<file path="config.mk">
export PLATFORM = sky130hd
export DESIGN_NAME = packet_sanity_classifier_core
export DESIGN_NICKNAME = d
export VERILOG_FILES = /design/src/design/psc_pkg.sv /design/src/design/packet_sanity_classifier_core.sv /design/src/design/psc_cfg_regs.sv /design/src/design/psc_classify.sv
export SDC_FILE = /design/constraint.sdc
export NUM_CORES = 1
export LEC_CHECK = 0
export ABC_AREA = 0
export BUFFER_PORTS_ARGS = -buffer_cell sky130_fd_sc_hd__clkbuf_2
export CAP_MARGIN = 15
export CORE_MARGIN = 3
export CORE_UTILIZATION = 45
export DETAILED_ROUTE_END_ITERATION = 12
export HOLD_SLACK_MARGIN = 0.15
export PLACE_DENSITY = 0.77
export SETUP_SLACK_MARGIN = 0.15
export SLEW_MARGIN = 20
export SYNTH_ARGS = -nofsm -noshare
export SYNTH_HDL_FRONTEND = slang
export SYNTH_SLANG_ARGS = --single-unit
</file>
<file path="constraint.sdc">
create_clock -name clk_i -period 7.8 [get_ports clk_i]
set_input_delay 0.39 -clock clk_i [delete_from_list [all_inputs] [get_ports clk_i]]
set_output_delay 0.39 -clock clk_i [all_outputs]
set_load 0.05 [all_outputs]
</file>
<file path="src/design/psc_pkg.sv">
// ----------------------------------------------------------------------------
// psc_pkg
// Types and constants shared by the packet sanity classifier modules.
// ----------------------------------------------------------------------------
`default_nettype none

package psc_pkg;

  localparam int unsigned CFG_IDX_W  = 3;
  localparam int unsigned CFG_DATA_W = 16;

  typedef enum logic [CFG_IDX_W-1:0] {
    REG_MIN_FRAME   = 3'd0,
    REG_SMALL_FRAG  = 3'd1,
    REG_FIRST_FRAG  = 3'd2,
    REG_UDP_SLACK   = 3'd3
  } cfg_reg_e;

  localparam logic [15:0] MIN_FRAME_RST  = 16'd40;
  localparam logic [15:0] SMALL_FRAG_RST = 16'd400;
  localparam logic [15:0] FIRST_FRAG_RST = 16'd1500;
  localparam logic [15:0] UDP_SLACK_RST  = 16'd4;

  typedef enum logic [3:0] {
    V_OK        = 4'd0,
    V_TOO_SHORT = 4'd1,
    V_BAD_IPLEN = 4'd2,
    V_ZERO_TTL  = 4'd3,
    V_BAD_SRC   = 4'd4,
    V_BAD_DST   = 4'd5,
    V_LAND      = 4'd6,
    V_FRAG      = 4'd7,
    V_TCP_NULL  = 4'd8,
    V_XMAS      = 4'd9,
    V_TCP_FLAGS = 4'd10,
    V_TCP_SHORT = 4'd11,
    V_UDP_SHORT = 4'd12
  } verdict_e;

  typedef struct packed {
    logic [15:0] min_frame_bytes;
    logic [15:0] small_fragment_limit;
    logic [15:0] first_fragment_limit;
    logic [15:0] udp_length_slack;
  } cfg_t;

  typedef struct packed {
    logic [15:0] frame_bytes;
    logic [15:0] ip_total_len;
    logic [7:0]  hop_limit;
    logic [31:0] src_ip;
    logic [31:0] dst_ip;
    logic [15:0] frag_word;
    logic [7:0]  proto_num;
    logic [7:0]  tcp_flag_bits;
    logic [15:0] udp_len;
  } in_item_t;

  typedef struct packed {
    logic [3:0] verdict;
    logic       accept;
  } out_item_t;

endpackage

`default_nettype wire

</file>
<file path="src/design/packet_sanity_classifier_core.sv">
// ----------------------------------------------------------------------------
// packet_sanity_classifier_core
// One verdict per packet header: input register, check logic, result register.
// ----------------------------------------------------------------------------
//  channel  | signals                                 | direction
//  ---------+-----------------------------------------+----------
//  in       | in_valid_i, in_ready_o, in_item_i       | sink
//  out      | out_valid_o, out_ready_i, out_item_o    | source
//  cfg      | cfg_we_i, cfg_idx_i, cfg_data_i         | sink
//
//  Input register, then result register; one item per cycle while the output is not stalled.
//  The check logic between the two registers is the only work stage.
//  A stalled result holds; the input register still takes an item if empty.
//  Reset clears the valid flags and loads the threshold defaults.
// ----------------------------------------------------------------------------
`default_nettype none

module packet_sanity_classifier_core import psc_pkg::*; (
  input  wire logic                  clk_i,
  input  wire logic                  rst_ni,
  input  wire logic                  in_valid_i,
  output      logic                  in_ready_o,
  input  wire in_item_t              in_item_i,
  output      logic                  out_valid_o,
  input  wire logic                  out_ready_i,
  output out_item_t                  out_item_o,
  input  wire logic                  cfg_we_i,
  input  wire logic [CFG_IDX_W-1:0]  cfg_idx_i,
  input  wire logic [CFG_DATA_W-1:0] cfg_data_i
);

  cfg_t      cfg;
  in_item_t  item_q;
  logic      item_vld_q, item_vld_d;
  out_item_t res;
  out_item_t res_q;
  logic      res_vld_q, res_vld_d;
  logic      res_free;
  logic      advance;

  psc_cfg_regs u_cfg (
    .clk_i      (clk_i),
    .rst_ni     (rst_ni),
    .cfg_we_i   (cfg_we_i),
    .cfg_idx_i  (cfg_idx_i),
    .cfg_data_i (cfg_data_i),
    .cfg_o      (cfg)
  );

  psc_classify u_cls (
    .item_i (item_q),
    .cfg_i  (cfg),
    .res_o  (res)
  );

  assign res_free   = !res_vld_q || out_ready_i;
  assign advance    = item_vld_q && res_free;
  assign in_ready_o = !item_vld_q || res_free;

  always_comb begin
    item_vld_d = item_vld_q;
    if (in_ready_o) begin
      item_vld_d = in_valid_i;
    end
    res_vld_d = res_vld_q;
    if (res_free) begin
      res_vld_d = item_vld_q;
    end
  end

  always_ff @(posedge clk_i or negedge rst_ni) begin
    if (!rst_ni) begin
      item_vld_q <= 1'b0;
      res_vld_q  <= 1'b0;
    end else begin
      item_vld_q <= item_vld_d;
      res_vld_q  <= res_vld_d;
    end
  end

  always_ff @(posedge clk_i) begin
    if (in_valid_i && in_ready_o) begin
      item_q <= in_item_i;
    end
    if (advance) begin
      res_q <= res;
    end
  end

  assign out_valid_o = res_vld_q;
  assign out_item_o  = res_q;

endmodule

`default_nettype wire

</file>
<file path="src/design/psc_cfg_regs.sv">
// ----------------------------------------------------------------------------
// psc_cfg_regs
// Threshold registers written through the plain configuration port.
// ----------------------------------------------------------------------------
`default_nettype none

module psc_cfg_regs import psc_pkg::*; (
  input  wire logic                  clk_i,
  input  wire logic                  rst_ni,
  input  wire logic                  cfg_we_i,
  input  wire logic [CFG_IDX_W-1:0]  cfg_idx_i,
  input  wire logic [CFG_DATA_W-1:0] cfg_data_i,
  output cfg_t                       cfg_o
);

  cfg_t cfg_q, cfg_d;

  always_comb begin
    cfg_d = cfg_q;
    if (cfg_we_i) begin
      case (cfg_idx_i)
        REG_MIN_FRAME:  cfg_d.min_frame_bytes      = cfg_data_i;
        REG_SMALL_FRAG: cfg_d.small_fragment_limit = cfg_data_i;
        REG_FIRST_FRAG: cfg_d.first_fragment_limit = cfg_data_i;
        REG_UDP_SLACK:  cfg_d.udp_length_slack     = cfg_data_i;
        default:        cfg_d = cfg_q;  // unmapped index: dropped
      endcase
    end
  end

  always_ff @(posedge clk_i or negedge rst_ni) begin
    if (!rst_ni) begin
      cfg_q.min_frame_bytes      <= MIN_FRAME_RST;
      cfg_q.small_fragment_limit <= SMALL_FRAG_RST;
      cfg_q.first_fragment_limit <= FIRST_FRAG_RST;
      cfg_q.udp_length_slack     <= UDP_SLACK_RST;
    end else begin
      cfg_q <= cfg_d;
    end
  end

  assign cfg_o = cfg_q;

endmodule

`default_nettype wire

</file>
<file path="src/design/psc_classify.sv">
// ----------------------------------------------------------------------------
// psc_classify
// Priority-ordered header checks; first failing check sets the verdict.
// ----------------------------------------------------------------------------
`default_nettype none

module psc_classify import psc_pkg::*; (
  input  wire in_item_t item_i,
  input  wire cfg_t     cfg_i,
  output out_item_t     res_o
);

  localparam logic [7:0]  PROTO_TCP = 8'd6;
  localparam logic [7:0]  PROTO_UDP = 8'd17;
  localparam logic [7:0]  F_FIN = 8'h01;
  localparam logic [7:0]  F_SYN = 8'h02;
  localparam logic [7:0]  F_RST = 8'h04;
  localparam logic [7:0]  F_PSH = 8'h08;
  localparam logic [7:0]  F_ACK = 8'h10;
  localparam logic [7:0]  F_URG = 8'h20;
  localparam logic [15:0] IP_HDR_LEN   = 16'd20;
  localparam logic [15:0] TCP_MIN_LEN  = 16'd40;
  localparam logic [15:0] UDP_MIN_LEN  = 16'd28;

  function automatic logic src_bogon(input logic [31:0] a);
    logic hit;
    hit = (a == 32'h0000_0000) || (a == 32'hFFFF_FFFF)
       || ((a & 32'hFF00_0000) == 32'h7F00_0000)
       || ((a & 32'hF000_0000) == 32'hE000_0000)
       || ((a & 32'hF000_0000) == 32'hF000_0000)
       || ((a & 32'hFFFF_0000) == 32'hA9FE_0000)
       || ((a & 32'hFF00_0000) == 32'h0000_0000);
    return hit;
  endfunction

  function automatic verdict_e flag_verdict(input logic [7:0] f);
    verdict_e v;
    if (f == 8'h00) begin
      v = V_TCP_NULL;
    end else if ((f & (F_FIN | F_PSH | F_URG)) == (F_FIN | F_PSH | F_URG)) begin
      v = V_XMAS;
    end else if ((f & (F_SYN | F_FIN)) == (F_SYN | F_FIN)) begin
      v = V_TCP_FLAGS;
    end else if ((f & (F_SYN | F_RST)) == (F_SYN | F_RST)) begin
      v = V_TCP_FLAGS;
    end else if (((f & F_FIN) != 8'h00) && ((f & F_ACK) == 8'h00) && (f != F_FIN)) begin
      v = V_TCP_FLAGS;
    end else begin
      v = V_OK;
    end
    return v;
  endfunction

  logic [12:0] frag_offset;
  logic        more_frags;
  logic [15:0] udp_expect;
  logic [15:0] udp_diff;
  verdict_e    tcp_v;
  verdict_e    verdict;

  assign frag_offset = item_i.frag_word[12:0];
  assign more_frags  = item_i.frag_word[13];
  assign tcp_v       = flag_verdict(item_i.tcp_flag_bits);
  // only consulted once ip_total_len >= 20 has passed, so no wrap
  assign udp_expect = item_i.ip_total_len - IP_HDR_LEN;
  assign udp_diff   = (item_i.udp_len > udp_expect) ? item_i.udp_len - udp_expect
                                                    : udp_expect - item_i.udp_len;

  always_comb begin
    verdict = V_OK;
    if (item_i.frame_bytes < cfg_i.min_frame_bytes) begin
      verdict = V_TOO_SHORT;
    end else if ((item_i.ip_total_len < IP_HDR_LEN) ||
                 (item_i.ip_total_len > item_i.frame_bytes)) begin
      verdict = V_BAD_IPLEN;
    end else if (item_i.hop_limit == 8'd0) begin
      verdict = V_ZERO_TTL;
    end else if (src_bogon(item_i.src_ip)) begin
      verdict = V_BAD_SRC;
    end else if (item_i.dst_ip == 32'd0) begin
      verdict = V_BAD_DST;
    end else if (item_i.src_ip == item_i.dst_ip) begin
      verdict = V_LAND;
    end else if ((frag_offset != 13'd0) &&
                 (item_i.ip_total_len < cfg_i.small_fragment_limit)) begin
      verdict = V_FRAG;
    end else if ((frag_offset == 13'd0) && more_frags &&
                 (item_i.ip_total_len > cfg_i.first_fragment_limit)) begin
      verdict = V_FRAG;
    end else if (item_i.proto_num == PROTO_TCP) begin
      if (tcp_v != V_OK) begin
        verdict = tcp_v;
      end else if (item_i.ip_total_len < TCP_MIN_LEN) begin
        verdict = V_TCP_SHORT;
      end
    end else if (item_i.proto_num == PROTO_UDP) begin
      if ((item_i.udp_len != 16'd0) && (udp_diff > cfg_i.udp_length_slack)) begin
        verdict = V_BAD_IPLEN;
      end else if (item_i.ip_total_len < UDP_MIN_LEN) begin
        verdict = V_UDP_SHORT;
      end
    end
  end

  assign res_o.verdict = verdict;
  assign res_o.accept  = (verdict == V_OK);

endmodule

`default_nettype wire

</file>
## Word level (Yosys, flattened, before mapping)

Index checks and enable logic that the tools add are counted.

- Bits in registers: 221
- Bits of input ports: 176
- Output and inout bits: 7
- Word-level logic and storage cells: 99

- Add/sub/neg operators: 3
- Magnitude comparators: 9
- Eq/ne operators: 15
- Mux-type cells: 20
- Reductions and logical operators: 35

Operator list:

| operator | count |
|---|---|
| 32-bit zero test | 3 |
| 4-bit 2-to-1 mux | 19 |
| 16-bit greater-than comparator | 4 |
| 32-bit == test | 1 |
| 32-bit == test, second input constant | 1 |
| 16-bit < comparator | 2 |
| 16-bit by 5-bit < comparator with 1-bit output, second input constant | 2 |
| 16-bit subtractor | 2 |
| 8-bit zero test | 3 |
| 16-bit == test, second input constant | 1 |
| 16-bit by 6-bit < comparator with 1-bit output, second input constant | 1 |
| 16-bit 2-to-1 mux | 1 |
| 16-bit nonzero test | 1 |
| 16-bit by 5-bit subtractor with 16-bit output, second input constant | 1 |
| 13-bit zero test | 1 |
| 13-bit nonzero test | 1 |
| 1-bit logical OR | 9 |
| 4-bit == test, second input constant | 2 |
| 8-bit by 3-bit == test with 1-bit output, second input constant | 1 |
| 8-bit by 5-bit == test with 1-bit output, second input constant | 1 |
| 8-bit by 7-bit == test with 1-bit output, second input constant | 1 |
| 1-bit logical AND | 8 |
| 8-bit by 1-bit inequality test with 1-bit output, second input constant | 1 |
| 2-bit AND reduction | 4 |
| 8 further kinds | 11 |

## Longest topological paths before layout

- Depth after elaboration: 20
- Depth in mapped cells: 24
- Mapped depth without buffers: 23

## Cells and area by module

A second synthesis with hierarchy kept.

- Cells, all modules: 957
- Area total of the unflattened synthesis: 12006.5 sq um

Modules (own cells, without submodules):

| module | instances | cells each | area an instance (sq um) |
|---|---|---|---|
| packet_sanity_classifier_core | 1 | 165 | 4818.4 |
| psc_classify | 1 | 654 | 4724.5 |
| psc_cfg_regs | 1 | 138 | 2463.6 |

## Worst setup path after synthesis

No wires, ideal clock.

- Kind: register -> register
- From: register item_q[123] (netlist name)
- To: register res_q (netlist bit out_item_o[0]), data pin
- Setup time: 0.176 ns
- Arrival time: 5.286 ns
- Slack: 2.338 ns
- Stages on the path, launching flop included: 23
- Path buffers: 2
- Path through: edfxtp_1 > o21ai_0 > nand2_1 > or4_1 > xnor2_1 > ha_1 > buf_4 > and4_1 > nand3_1 > or4b_1 > a21oi_2 > buf_6 > mux2i_1 > a21oi_2 > xnor2_1 > ha_1 > nand4_1 > or2_2 > a221oi_1 > a211o_1 > a21oi_1 > or4_1 > nor4_1

RTL lines:

| what | RTL line | RTL |
|---|---|---|
| from (decl) | packet_sanity_classifier_core.sv:33 | `in_item_t item_q;` |
| from (signal assigned) | packet_sanity_classifier_core.sv:83 | `item_q <= in_item_i;` |
| to (signal assigned) | packet_sanity_classifier_core.sv:86 | `res_q <= res;` |
| to (decl) | packet_sanity_classifier_core.sv:36 | `out_item_t res_q;` |

==> flow_summary_export.csv <==
group,metric,value,unit
sta,timing.final.crit_share,83.4,%
clock_network,clkSlewWorstSetupHoldPaths,0.06,ns
detailed_routing,vias,9246,
placed_design,gp_congestion,0.879,
sta,fin_crit,6.50,ns
sta,slew_headroom,30.6,%
synth,synth_area_per_cell,11.5,um^2
sta,finalSetupViolations,0,
global_routing,first_global_vias,9751,
die,core,25300,um^2
detailed_routing,drc_errors,0,
worst_setup_path,cp.required,8.16,ns
synth,syn_nets,1303,
sta,final_max_slew_viol_count,0,
synth,ys_seq_area_share,54.3,%
sta,final.setup.tns,0,ns
die,fp.dieW,167,um
worst_setup_path,start_kind,"flop",
power_and_ir_drop,internal-power,2.52,mW
synth,synth_flop_cell,"edfxtp_1",
worst_setup_path,arrival,6.86,ns
die,initial_core_util,45.9,%
die,rows,58,
detailed_routing,first_pass_iters,5,
clock_network,cts-root-buf,"clkbuf_16",
cells_and_area,syn2layout_area_growth,33.0,%
detailed_routing,viasPerCell,5.36,
min_path,hold_path_class,"input port to flop",
clock_network,cts_made_buffers,25,
sta,worstMarginPinSlew,1.03,ns
clock_network,cts_tree,"done",
cells_and_area,drive_gt1_share,19.4,%
clock_network,cts_buffer_depth,3,
power_and_ir_drop,power.share.sequential,42.2,%
synth,yosysTopAreaCellShare,40.0,%
power_and_ir_drop,power_density,227,nW/um^2
synth,yosysWarnings,0,
worst_setup_path,r2r-start,"item_q[122]$_DFFE_PP_",
sta,clock_skew,0.0178,ns
worst_setup_path,reg2regPathDepth,21,
synth,synth.distinct_cells,62,
detailed_routing,drtIter0Drc,640,
die,die_h,167,um
detailed_routing,wl_per_cell,18.6,um
die,boundaryPins,183,
sta,hold_violations,0,
worst_setup_path,path_class,"flop to flop",
worst_setup_path,path_max_fanout,11,
cells_and_area,final_nets,1663,
sta,rsz0062_at_grt,"false",
synth,async_flop_share,29.9,%
global_routing,grt-ovfl-total,0,
synth,synth_area,11600,um^2
power_and_ir_drop,comb_power_share,21.8,%
cells_and_area,layout.cells.most_common_list,"180 x clkbuf_2, 166 x dlygate4sd3_1, 155 x edfxtp_1",
detailed_routing,drtAntennaViolNets,0,
synth,synth_edf_count,155,
clock_network,cts_htree_levels,1,
global_routing,grt_usage,22.7,%
min_path,hold_end,"u_cfg.cfg_o[53]$_DFFE_PN1P_",
global_routing,antenna_found_initial,1,
placed_design,post-dp-hpwl,21.2,mm
global_routing,grt_max_degree,85,
power_and_ir_drop,ir_worst_vdd,0.000162,V
worst_setup_path,rrSetupSlack,1.30,ns
synth,synth_area_leaders,"edfxtp_1 40%, ha_1 12%, dfrtp_1 11%",
clock_network,clock-sinks,221,
run,cap_violations,0,
power_and_ir_drop,switching_power,0.991,mW
sta,max_freq,154,MHz
global_routing,grt_pass1_wl,50.9,mm
cells_and_area,fin_util,61.1,%
synth,synthCells,1014,
min_path,worstHoldPathCells,3,
placed_design,port_buffers,180,
power_and_ir_drop,swShare,28.2,%
run_status,status,"completed",
power_and_ir_drop,power_frac_clock,36.0,%
synth,yosys.area.top_type,"edfxtp_1",
power_and_ir_drop,cellLeakagePower,6.68,nW
min_path,hp-start,"cfg_data_i[5]",
cells_and_area,layout_commonest_cell,"clkbuf_2",
clock_network,clock_latency,0.55,ns
detailed_routing,finalWirelength,32.1,mm
die,die-area,27800,um^2
worst_setup_path,timing.rr.end,"out_item_o[0]$_DFFE_PP_",
worst_setup_path,critPathCaptureType,"flop",
synth,ys_ff_latch,221,
cell usage after synthesis (3+ instances only):
| master | count |
|---|---|
| a21o_1 | 19 |
| clkbuf_1 | 14 |
| a221oi_1 | 3 |
| a31oi_1 | 11 |
| a221o_1 | 3 |
| xor2_1 | 11 |
| o211ai_1 | 7 |
| nand2_1 | 87 |
| xnor2_1 | 46 |
| dfrtp_1 | 53 |
| buf_2 | 3 |
| nor3_1 | 10 |
| mux2_2 | 20 |
| mux2i_1 | 6 |
| a211o_1 | 3 |
| and2_1 | 5 |
| or2_2 | 4 |
| nor2b_1 | 12 |
| edfxtp_1 | 155 |
| ha_1 | 111 |
| nand2b_1 | 7 |
| o21ai_0 | 76 |
| o2111ai_1 | 5 |
| and4_1 | 6 |
| a211oi_1 | 3 |
| nand4_1 | 27 |
| and3_1 | 3 |
| o41ai_1 | 3 |
| a21oi_1 | 44 |
| inv_1 | 118 |
| dfstp_2 | 13 |
| nor2_1 | 40 |
| o21a_1 | 4 |
| nand3_1 | 12 |
| a21boi_0 | 3 |
| or4_1 | 7 |
| nor4_1 | 24 |
cell type report:
cell class                 count  area (um^2)
antenna                        1         2.50
clock buffer                  29          641
clock inverter                17          239
multi-input combinational    655         4780
inverter                     118          443
tap                          330          413
timing repair buffer         353         2640
fill                        1916         9850
sequential                   221         6320
timing repair:
| item | 4_1_cts | 5_1_grt |
|---|---|---|
| endpoints found under the setup margin | 0 | 0 |
| hold buffers | 166 | 0 |
| setup buffers | 0 | 0 |
| endpoints found under the hold margin | 241 | 0 |
| gates resized for setup | 0 | 0 |
power groups by stage:
stage / Combinational, mW / Sequential, mW / Clock, mW
5_1_grt: 0.862 / 1.49 / 1.33
3_3_place_gp: 0.653 / 1.49 / 0
4_1_cts: 0.752 / 1.48 / 1.26
6_report: 0.764 / 1.48 / 1.26
3_5_place_dp: 0.678 / 1.50 / 0
2_1_floorplan: 0.468 / 1.50 / 0
worst max-delay path by stage:
stage                                      from                 endpoint  slack [ns]  depth (start not counted)
final                     item_q[122]$_DFFE_PP_  out_item_o[0]$_DFFE_PP_        1.30                         21
after global routing      item_q[122]$_DFFE_PP_  out_item_o[0]$_DFFE_PP_        0.90                         21
after CTS                 item_q[122]$_DFFE_PP_  out_item_o[0]$_DFFE_PP_        1.32                         21
after detailed placement  item_q[122]$_DFFE_PP_  out_item_o[0]$_DFFE_PP_        1.34                         21
after global placement    item_q[122]$_DFFE_PP_  out_item_o[0]$_DFFE_PP_        1.41                         21
after floorplan           item_q[123]$_DFFE_PP_  out_item_o[0]$_DFFE_PP_        2.34                         22
metrics by stage:
stage	setup slack, ns	std cells	hold WS, ns	area [um^2]	total power, mW
after floorplan	2.34	1014	0.0944	11600	1.97
after global placement	1.41	1510	0.457	12900	2.15
after detailed placement	1.34	1510	0.485	12900	2.18
after CTS	1.32	1722	0.154	15400	3.49
after global routing	0.902	1724	0.175	15500	3.68
final	1.30	1724	0.173	15500	3.51
state kept, by name (all words and copies together), names as in the netlist:
name / flops
item_vld_q: 1
out_item_o: 5
item_q: 150
out_valid_o: 1
u_cfg.cfg_o: 64
routing by layer:
| layer | vias up | share of wire, % | GRT usage (%) |
|---|---|---|---|
| met4 | 0 | 3.8 | 7.96 |
| met2 | 373 | 50 | 40.2 |
| met5 | - | 0 | 0 |
| met1 | 4378 | 40 | 28.1 |
| li1 | 4403 | - | - |
| met3 | 92 | 6.0 | 4.01 |
cells by family after synthesis:
logic type	after synthesis	synth area share, %
xor gates and xnor gates	57	4.29
AOI/OAI and AO/OA	202	10.7
muxes	26	2.45
adders and majority gates	113	12.3
and+or+nand+nor	257	11.3
buffers and inverters	138	4.61
DFF	221	54.3
critical path, cell delays in order (launching register included):
cell and delay, ns:
edfxtp_1 0.55, o21ai_0 0.39, nand2_1 0.22, or4_1 0.45
xnor2_1 0.19, ha_1 0.51, and4_1 0.27, nand3_1 0.12
or4b_1 0.55, a21oi_2 0.45, buf_4 0.30, o211ai_1 0.12
o31ai_1 0.13, xnor2_1 0.13, ha_1 0.31, nand4_1 0.09
or2_2 0.30, a221oi_1 0.23, a211o_1 0.21, a21oi_1 0.14
or4_1 0.49, nor4_1 0.17
Note: power is estimated with default switching activity, not from simulation.
